**src/hdl/twe_pkg.sv**
```systemverilog
`timescale 1ns / 1ps
`default_nettype none
// ----------------------------------------------------------------------------
// Tape wave encoder package
// Field widths, operation codes and register indexes shared by the encoder.
// ----------------------------------------------------------------------------
package twe_pkg;

  localparam int unsigned OpW       = 3;
  localparam int unsigned ByteW     = 8;
  localparam int unsigned CountW    = 16;
  localparam int unsigned DurW      = 32;
  localparam int unsigned PulseW    = 13;
  localparam int unsigned PauseW    = 32;
  localparam int unsigned ChkW      = 16;
  localparam int unsigned StepW     = 5;
  localparam int unsigned CfgIdxW   = 1;
  localparam int unsigned CfgDataW  = 32;

  localparam logic [PulseW-1:0] PulseTicksReset = 13'd100;
  localparam logic [PauseW-1:0] PauseTicksReset = 32'd10000;

  typedef enum logic [OpW-1:0] {
    OP_CLEAR  = 3'd0,
    OP_PAUSE  = 3'd1,
    OP_PILOT  = 3'd2,
    OP_HEADER = 3'd3,
    OP_DATA   = 3'd4,
    OP_WORD   = 3'd5
  } op_e;

  typedef enum logic [CfgIdxW-1:0] {
    CFG_PULSE_TICKS = 1'd0,
    CFG_PAUSE_TICKS = 1'd1
  } cfg_idx_e;

  // Pilot steps: the short-wave run, then sync, long and short.
  localparam logic [StepW-1:0] PilotRun   = 5'd0;
  localparam logic [StepW-1:0] PilotSync  = 5'd1;
  localparam logic [StepW-1:0] PilotLong  = 5'd2;
  localparam logic [StepW-1:0] PilotShort = 5'd3;

endpackage

`default_nettype wire

```
**src/hdl/twe_if.sv**
```systemverilog
`timescale 1ns / 1ps
`default_nettype none
// ----------------------------------------------------------------------------
// Tape wave encoder channels
// Command, result and configuration channels with valid/ready handshakes.
// ----------------------------------------------------------------------------
interface twe_in_if;
  import twe_pkg::*;
  logic              valid;
  logic              ready;
  logic [OpW-1:0]    op;
  logic [ByteW-1:0]  value;
  logic [CountW-1:0] pilot_count;
  modport source (output valid, op, value, pilot_count, input ready);
  modport sink   (input valid, op, value, pilot_count, output ready);
endinterface

interface twe_out_if;
  import twe_pkg::*;
  logic              valid;
  logic              ready;
  logic              is_pause;
  logic [DurW-1:0]   duration;
  logic [CountW-1:0] repeat_res;
  logic              last;
  modport source (output valid, is_pause, duration, repeat_res, last, input ready);
  modport sink   (input valid, is_pause, duration, repeat_res, last, output ready);
endinterface

interface twe_cfg_if;
  import twe_pkg::*;
  logic                valid;
  logic                ready;
  logic [CfgIdxW-1:0]  index;
  logic [CfgDataW-1:0] data;
  modport source (output valid, index, data, input ready);
  modport sink   (input valid, index, data, output ready);
endinterface

`default_nettype wire

```
**src/hdl/tape_wave_encoder.sv**
```systemverilog
`timescale 1ns / 1ps
`default_nettype none
// ----------------------------------------------------------------------------
// Tape wave encoder
// Turns tape-record commands into pulse-width wave runs and pauses.
// ----------------------------------------------------------------------------
// One result word leaves per clock while the sink is ready. A command is held
// in a command register and stepped through its waves; each step is decoded
// into the result register. A pause yields 1 word, a pilot 3 or 4, a header
// or data byte 16 words and a checksum word 32, so the result port sets the rate.
// The next command is taken in the cycle its final word enters the result
// register. Checksum clears and unused codes produce no words and are simply
// absorbed. The configuration port is always ready.
module tape_wave_encoder
  import twe_pkg::*;
(
  input  wire       clk_i,
  input  wire       rst_ni,
  twe_cfg_if.sink   cfg_i,
  twe_in_if.sink    in_i,
  twe_out_if.source res_o
);

  logic [PulseW-1:0] pulse_ticks_q;
  logic [PauseW-1:0] pause_ticks_q;
  logic [ChkW-1:0]   checksum_q, checksum_d;

  logic              busy_q, busy_d;
  op_e               op_q, op_d;
  logic [ChkW-1:0]   data_q, data_d;
  logic [CountW-1:0] cnt_q, cnt_d;
  logic [StepW-1:0]  step_q, step_d;

  logic              out_valid_q, out_valid_d;
  logic              res_pause_q, res_pause_d;
  logic [DurW-1:0]   res_dur_q, res_dur_d;
  logic [CountW-1:0] res_rep_q, res_rep_d;
  logic              res_last_q;

  logic              adv;
  logic              cur_last;
  logic              in_acc;
  logic [ChkW:0]     chk_sum;
  logic [DurW-1:0]   short_dur, long_dur, sync_dur;
  logic              bit_val;

  assign cfg_i.ready = 1'b1;

  always_ff @(posedge clk_i or negedge rst_ni) begin
    if (!rst_ni) begin
      pulse_ticks_q <= PulseTicksReset;
      pause_ticks_q <= PauseTicksReset;
    end else if (cfg_i.valid) begin
      unique case (cfg_idx_e'(cfg_i.index))
        CFG_PULSE_TICKS: pulse_ticks_q <= cfg_i.data[PulseW-1:0];
        CFG_PAUSE_TICKS: pause_ticks_q <= cfg_i.data[PauseW-1:0];
        default: ;
      endcase
    end
  end

  assign short_dur = DurW'({pulse_ticks_q, 1'b0});
  assign long_dur  = DurW'({pulse_ticks_q, 2'b0});
  assign sync_dur  = DurW'({pulse_ticks_q, 3'b0});
  assign bit_val   = data_q[step_q[StepW-1:1]];

  // Decode the current step into one result word.
  always_comb begin
    res_pause_d = 1'b0;
    res_dur_d   = short_dur;
    res_rep_d   = CountW'(1);
    cur_last    = 1'b0;
    unique case (op_q)
      OP_PAUSE: begin
        res_pause_d = 1'b1;
        res_dur_d   = pause_ticks_q;
        cur_last    = 1'b1;
      end
      OP_PILOT: begin
        unique case (step_q)
          PilotRun:  res_rep_d = cnt_q;
          PilotSync: res_dur_d = sync_dur;
          PilotLong: res_dur_d = long_dur;
          default:   cur_last  = 1'b1;
        endcase
      end
      OP_HEADER, OP_DATA, OP_WORD: begin
        // Even steps carry the bit, odd steps the trailing short wave.
        if (!step_q[0] && bit_val) begin
          res_dur_d = long_dur;
        end
        cur_last = (step_q == {op_q == OP_WORD, 4'hF});
      end
      default: cur_last = 1'b1;
    endcase
  end

  assign adv         = !out_valid_q || res_o.ready;
  assign in_i.ready  = !busy_q || (adv && cur_last);
  assign in_acc      = in_i.valid && in_i.ready;
  assign chk_sum     = {1'b0, checksum_q} + (ChkW+1)'(in_i.value);

  always_comb begin
    busy_d      = busy_q;
    op_d        = op_q;
    data_d      = data_q;
    cnt_d       = cnt_q;
    step_d      = step_q;
    checksum_d  = checksum_q;
    out_valid_d = out_valid_q;
    if (adv) begin
      out_valid_d = busy_q;
      if (busy_q) begin
        step_d = step_q + StepW'(1);
        if (cur_last) begin
          busy_d = 1'b0;
        end
      end
    end
    if (in_acc) begin
      op_d   = op_e'(in_i.op);
      cnt_d  = in_i.pilot_count;
      data_d = {{(ChkW-ByteW){1'b0}}, in_i.value};
      step_d = '0;
      unique case (op_e'(in_i.op))
        OP_CLEAR: checksum_d = '0;
        OP_PAUSE, OP_HEADER: busy_d = 1'b1;
        OP_PILOT: begin
          busy_d = 1'b1;
          if (in_i.pilot_count == '0) begin
            step_d = PilotSync;
          end
        end
        OP_DATA: begin
          busy_d     = 1'b1;
          // End-around carry: a carry out of the word is added back in.
          checksum_d = chk_sum[ChkW-1:0] + ChkW'(chk_sum[ChkW]);
        end
        OP_WORD: begin
          busy_d = 1'b1;
          data_d = checksum_q;
        end
        default: ;
      endcase
    end
  end

  always_ff @(posedge clk_i or negedge rst_ni) begin
    if (!rst_ni) begin
      busy_q      <= 1'b0;
      out_valid_q <= 1'b0;
      checksum_q  <= '0;
      step_q      <= '0;
      op_q        <= OP_CLEAR;
    end else begin
      busy_q      <= busy_d;
      out_valid_q <= out_valid_d;
      checksum_q  <= checksum_d;
      step_q      <= step_d;
      op_q        <= op_d;
    end
  end

  always_ff @(posedge clk_i) begin
    data_q <= data_d;
    cnt_q  <= cnt_d;
    if (adv) begin
      res_pause_q <= res_pause_d;
      res_dur_q   <= res_dur_d;
      res_rep_q   <= res_rep_d;
      res_last_q  <= cur_last;
    end
  end

  assign res_o.valid      = out_valid_q;
  assign res_o.is_pause   = res_pause_q;
  assign res_o.duration   = res_dur_q;
  assign res_o.repeat_res = res_rep_q;
  assign res_o.last       = res_last_q;

`ifndef SYNTH
  // A new word is taken during a command only as its final result moves out.
  a_accept_on_last: assert property (@(posedge clk_i) disable iff (!rst_ni)
    busy_q && in_i.ready |-> adv && cur_last)
    else $error("command taken before the current one finished");

  // A command stays in work until its final result is issued.
  a_busy_holds: assert property (@(posedge clk_i) disable iff (!rst_ni)
    busy_q && !(adv && cur_last) && !in_acc |=> busy_q)
    else $error("command dropped before its final result");

  // A pause has a single step.
  a_pause_step: assert property (@(posedge clk_i) disable iff (!rst_ni)
    busy_q && op_q == OP_PAUSE |-> step_q == '0)
    else $error("pause stepped past its only result");

  // An empty pilot run is never issued.
  a_pilot_run: assert property (@(posedge clk_i) disable iff (!rst_ni)
    busy_q && op_q == OP_PILOT && cnt_q == '0 |-> step_q != PilotRun)
    else $error("pilot issued a zero-length run");
`endif

endmodule

`default_nettype wire

```
**src/flat_wrapper.sv**
```systemverilog
// flat-port wrapper written by rule: the top's interface ports become plain ports
module tape_wave_encoder_flat import twe_pkg::*;
  (clk_i, rst_ni, cfg_i_valid, cfg_i_index, cfg_i_data, cfg_i_ready, in_i_valid, in_i_op, in_i_value, in_i_pilot_count, in_i_ready, res_o_valid, res_o_is_pause, res_o_duration, res_o_repeat_res, res_o_last, res_o_ready);
  twe_cfg_if cfg_i_i ();
  twe_in_if in_i_i ();
  twe_out_if res_o_i ();
  input  wire clk_i;
  input  wire rst_ni;
  input wire logic [$bits(cfg_i_i.valid)-1:0] cfg_i_valid;
  input wire logic [$bits(cfg_i_i.index)-1:0] cfg_i_index;
  input wire logic [$bits(cfg_i_i.data)-1:0] cfg_i_data;
  output wire logic [$bits(cfg_i_i.ready)-1:0] cfg_i_ready;
  input wire logic [$bits(in_i_i.valid)-1:0] in_i_valid;
  input wire logic [$bits(in_i_i.op)-1:0] in_i_op;
  input wire logic [$bits(in_i_i.value)-1:0] in_i_value;
  input wire logic [$bits(in_i_i.pilot_count)-1:0] in_i_pilot_count;
  output wire logic [$bits(in_i_i.ready)-1:0] in_i_ready;
  output wire logic [$bits(res_o_i.valid)-1:0] res_o_valid;
  output wire logic [$bits(res_o_i.is_pause)-1:0] res_o_is_pause;
  output wire logic [$bits(res_o_i.duration)-1:0] res_o_duration;
  output wire logic [$bits(res_o_i.repeat_res)-1:0] res_o_repeat_res;
  output wire logic [$bits(res_o_i.last)-1:0] res_o_last;
  input wire logic [$bits(res_o_i.ready)-1:0] res_o_ready;
  assign cfg_i_i.valid = cfg_i_valid;
  assign cfg_i_i.index = cfg_i_index;
  assign cfg_i_i.data = cfg_i_data;
  assign cfg_i_ready = cfg_i_i.ready;
  assign in_i_i.valid = in_i_valid;
  assign in_i_i.op = in_i_op;
  assign in_i_i.value = in_i_value;
  assign in_i_i.pilot_count = in_i_pilot_count;
  assign in_i_ready = in_i_i.ready;
  assign res_o_valid = res_o_i.valid;
  assign res_o_is_pause = res_o_i.is_pause;
  assign res_o_duration = res_o_i.duration;
  assign res_o_repeat_res = res_o_i.repeat_res;
  assign res_o_last = res_o_i.last;
  assign res_o_i.ready = res_o_ready;
  tape_wave_encoder u_core (.clk_i(clk_i), .rst_ni(rst_ni), .cfg_i(cfg_i_i), .in_i(in_i_i), .res_o(res_o_i));
endmodule
```
**config.mk**
```make
export PLATFORM = sky130hd
export DESIGN_NAME = tape_wave_encoder_flat
export DESIGN_NICKNAME = d
export VERILOG_FILES = /design/src/hdl/twe_pkg.sv /design/src/hdl/twe_if.sv /design/src/hdl/tape_wave_encoder.sv /design/src/flat_wrapper.sv
export SDC_FILE = /design/constraint.sdc
export NUM_CORES = 1
export LEC_CHECK = 0
export BUFFER_PORTS_ARGS = -buffer_cell sky130_fd_sc_hd__buf_2
export CORE_UTILIZATION = 51
export CTS_CLUSTER_DIAMETER = 150
export DETAILED_ROUTE_END_ITERATION = 8
export MAX_ROUTING_LAYER = met4
export PLACE_DENSITY = 0.76
export SLEW_MARGIN = 20
export SYNTH_ARGS = -nofsm -noshare
export SYNTH_HDL_FRONTEND = slang
export SYNTH_SLANG_ARGS = --single-unit
```
**constraint.sdc**
```tcl
create_clock -name clk_i -period 3.35 [get_ports clk_i]
set_input_delay 0.67 -clock clk_i [delete_from_list [all_inputs] [get_ports clk_i]]
set_output_delay 0.67 -clock clk_i [all_outputs]
set_load 0.05 [all_outputs]
```
==> key figures <==
Timing
  • Fmax: around 310 MHz
  • Clock Skews: around 0.0091 ns
  • Setup tns final: 0 ns
  • Max_slew headroom: 48.85%
  • Actual slew at the worst max-slew pin: roughly 0.77 ns
  • Final Worst Setup Slack: ~0.15 ns
  • Fin. Hold Viols: 0
  • Unrepaired setup endpoints after global routing: yes
  • Crit path time final: between 3 and 4 ns
  • # setup viols final: 0
  • Count of pins over their slew limit: 0
  • Tcrit/Tclk final: ~96%

Synth
  • Synthesized cell area: 7113 sq um
  • Top FF cell, synth: edfxtp_1
  • #FFs+latches synth: roughly 150
  • Most frequent cells after synthesis: edfxtp_1 (82), dfrtp_1 (63), mux2_2 (54), nand2_1 (42), and2_1 (28)
  • Synth top area cells: edfxtp_1 (35%), dfrtp_1 (22%), mux2_2 (8.5%)
  • Yosys top cell area share: approximately a third
  • Number of synthesized flops with an enable pin: a little over 80
  • Netlist cell types: 65
  • Async SR Flop Fraction: 46.41%
  • Most numerous cell in the Yosys netlist: edfxtp_1
  • Ys Warns: 0
  • Register area share after synthesis: between 50% and 60%
  • Mean post-synth cell area: approximately 13 sq um
  • Post-synthesis net count: 632
  • Synth area leader: edfxtp_1
  • Synth Instances: between 500 and 600

Clocking
  • Bufs on Longest Clock Path: 2
  • Clock latency on the worst-skew pair: approximately 0.43 ns
  • Clk sink count: 153
  • Root Buffer Master: clkbuf_16
  • CTS tree: done
  • Clk slew on worst S/H paths: 0.06 ns
  • Number of H-tree levels: 4
  • Num CTS Buffers: 17

Setup path
  • Reg2reg start: u_core.checksum_q[0]
  • WP data required: about 2.7 ns
  • Critical path launch point type: flip-flop
  • Crit. End Element: output port
  • CP max stage delay: approximately 0.46 ns
  • Worst R2R Setup Slack: 0.16 ns
  • Worst setup startpoint: u_core.step_q[0]
  • CP Max Fanout: 6
  • Worst-path cell chain: inv_1 > ha_1 > or3_1 > a211o_1 > a31oi_2 > nand2b_1 > clkbuf_4
  • Slowest CP cell: dfrtp_1
  • Crit path DAT: approximately 2.5 ns
  • Critical path class: flip-flop to output port

Route
  • First-iteration detailed-routing DRC count: 340
  • DR vias: 4911
  • Final wirelength: around 15 mm
  • TritonRoute pass-1 iters: 6
  • Drt drc: 0
  • Antenna viol nets, final: 0
  • Routed vias/inst: approximately 5.6
  • Routed length per instance: around 17 um

Power
  • Total design power: 7.983 mW
  • PD cells: between 900 and 1000 nW/um^2
  • LEAKAGE: around 3.8 nW
  • VDD IR max: 496.1 uV

Layout
  • Filler cell count: 997
  • Final Util: between 60% and 70%
  • Fin nets: 775
  • Layout cell share with drive strength beyond 1: 38.14%
  • # diodes: 0
  • FF+latch area: around 4200 sq um
  • Area taken by multi-input logic gates: between 2000 and 3000 sq um
  • Area delta synth->final: 22.59%

Worst hold path
  • Path type of the worst min-delay path: input pin to asynchronous set/reset pin

Global route
  • Grt ovf: 0
  • Largest net degree at the start of global routing: 34
  • First-pass GRT wire length: between 20 and 25 mm
  • GRT Util Overall: a little under a quarter
  • Vias in the first global route: 4987
  • Initial antenna violation count: 0

Place
  • PortBufs: 116
  • DP HPWL: 10.75 mm
  • DP Worst Slack: -0.2917 ns
  • RePlAce Congestion: between 0.8 and 0.9

Floorplan
  • Core area: approximately 13000 sq um
  • Die X-Extent: approximately 120 um
  • Die area: approximately 14000 sq um
  • IO Count: 118
  • # rows: 42
  • Chip height: 120.1 um
  • Initial Util: between 50% and 60%

Run
  • MaxCap Viol Count: 0

Outcome
  • Status: finished clean
report_power, final:
part           internal [mW]  total [mW]  switching [mW]
clock network           1.10        1.86           0.764
logic                   1.09        3.14            2.05
registers               2.66        2.98           0.317
layer usage:
metal  track usage, %  vias up  share of wire [%]  wire length, um
met5                -        -                  0                0
met4            10.47        0                2.2              341
met2            36.57      179                 50             7598
met3            5.181       33                5.3              812
li1                 -     2320                  -                -
met1            29.09     2379                 43             6510
placed cells by master (no fill, tap or decap), drive strengths merged, types with 13 or more instances in the layout:
master	n
buf	151
edfxtp	82
dfrtp	63
mux2	55
nand2	42
and2	29
nor2	27
inv	22
xnor2	19
clkbuf	19
and3	17
o21ai	17
ha	14
a22o	13
state kept, by name (all words and copies together), names as in the netlist:
signal	count
u_core.pause_ticks_q	32
u_core.step_q	5
u_core.res_o.valid	1
u_core.op_q	3
u_core.cnt_q	16
u_core.res_o.duration	32
u_core.pulse_ticks_q	13
u_core.data_q	16
u_core.res_o.is_pause	1
u_core.busy_q	1
u_core.res_o.repeat_res	16
u_core.checksum_q	16
u_core.res_o.last	1
per-stage QoR:
| step | hold slack [ns] | area [sq um] | instances |
|---|---|---|---|
| finish | 0.3092 | 8720 | 884 |
| global route | 0.3592 | 8720 | 884 |
| CTS | 0.3202 | 8677 | 881 |
| detailed placement | 0.4846 | 8100 | 849 |
| global placement | 0.4783 | 8100 | 849 |
| floorplan | 0.3744 | 7168 | 552 |
area by class of cell:
cell class	instances	area share, %
multi-input cells	352	31.53
repair buffers	152	9.786
flip-flops and latches	153	48.73
clock inverters	14	1.693
clock buffers	18	4.922
well taps	176	2.525
inverters	19	0.8179
worst max-delay path, delay by kind of cell, from the launching register on:
kind	cells	cell delay (ns)
fa+ha+maj	1	0.25
buf+inv	2	0.35
compound gates	2	0.51
flops	1	0.46
simple gates	2	0.52
cell families after synthesis:
family | Yosys count | synth area share (%)
other cells | 1 | 0.05272
simple gates | 164 | 12.10
xor+xnor | 22 | 2.709
compound gates | 85 | 9.094
flops | 153 | 59.74
fa+ha+maj | 16 | 2.885
mux | 64 | 10.73
buf+inv | 47 | 2.691
final timing paths:
kind	depth (start not counted)	endpoint
max	7	in_i_ready
min	1	u_core.checksum_q[0]
max reg2reg	14	u_core.checksum_q[15]
min reg2reg	1	u_core.pause_ticks_q[29]
max in group asynchronous	2	u_core.pause_ticks_q[4]
min in group clk_i	1	u_core.cnt_q[10]
timing repair:
item                                    in CTS  in global routing
endpoints found under the setup margin       0                  7
buffers inserted                             0                  3
hold buffers                                 0                  0
hold endpoints to repair                     0                  0
resized for setup                            0                  5
Note: power is estimated with default switching activity, not from simulation.
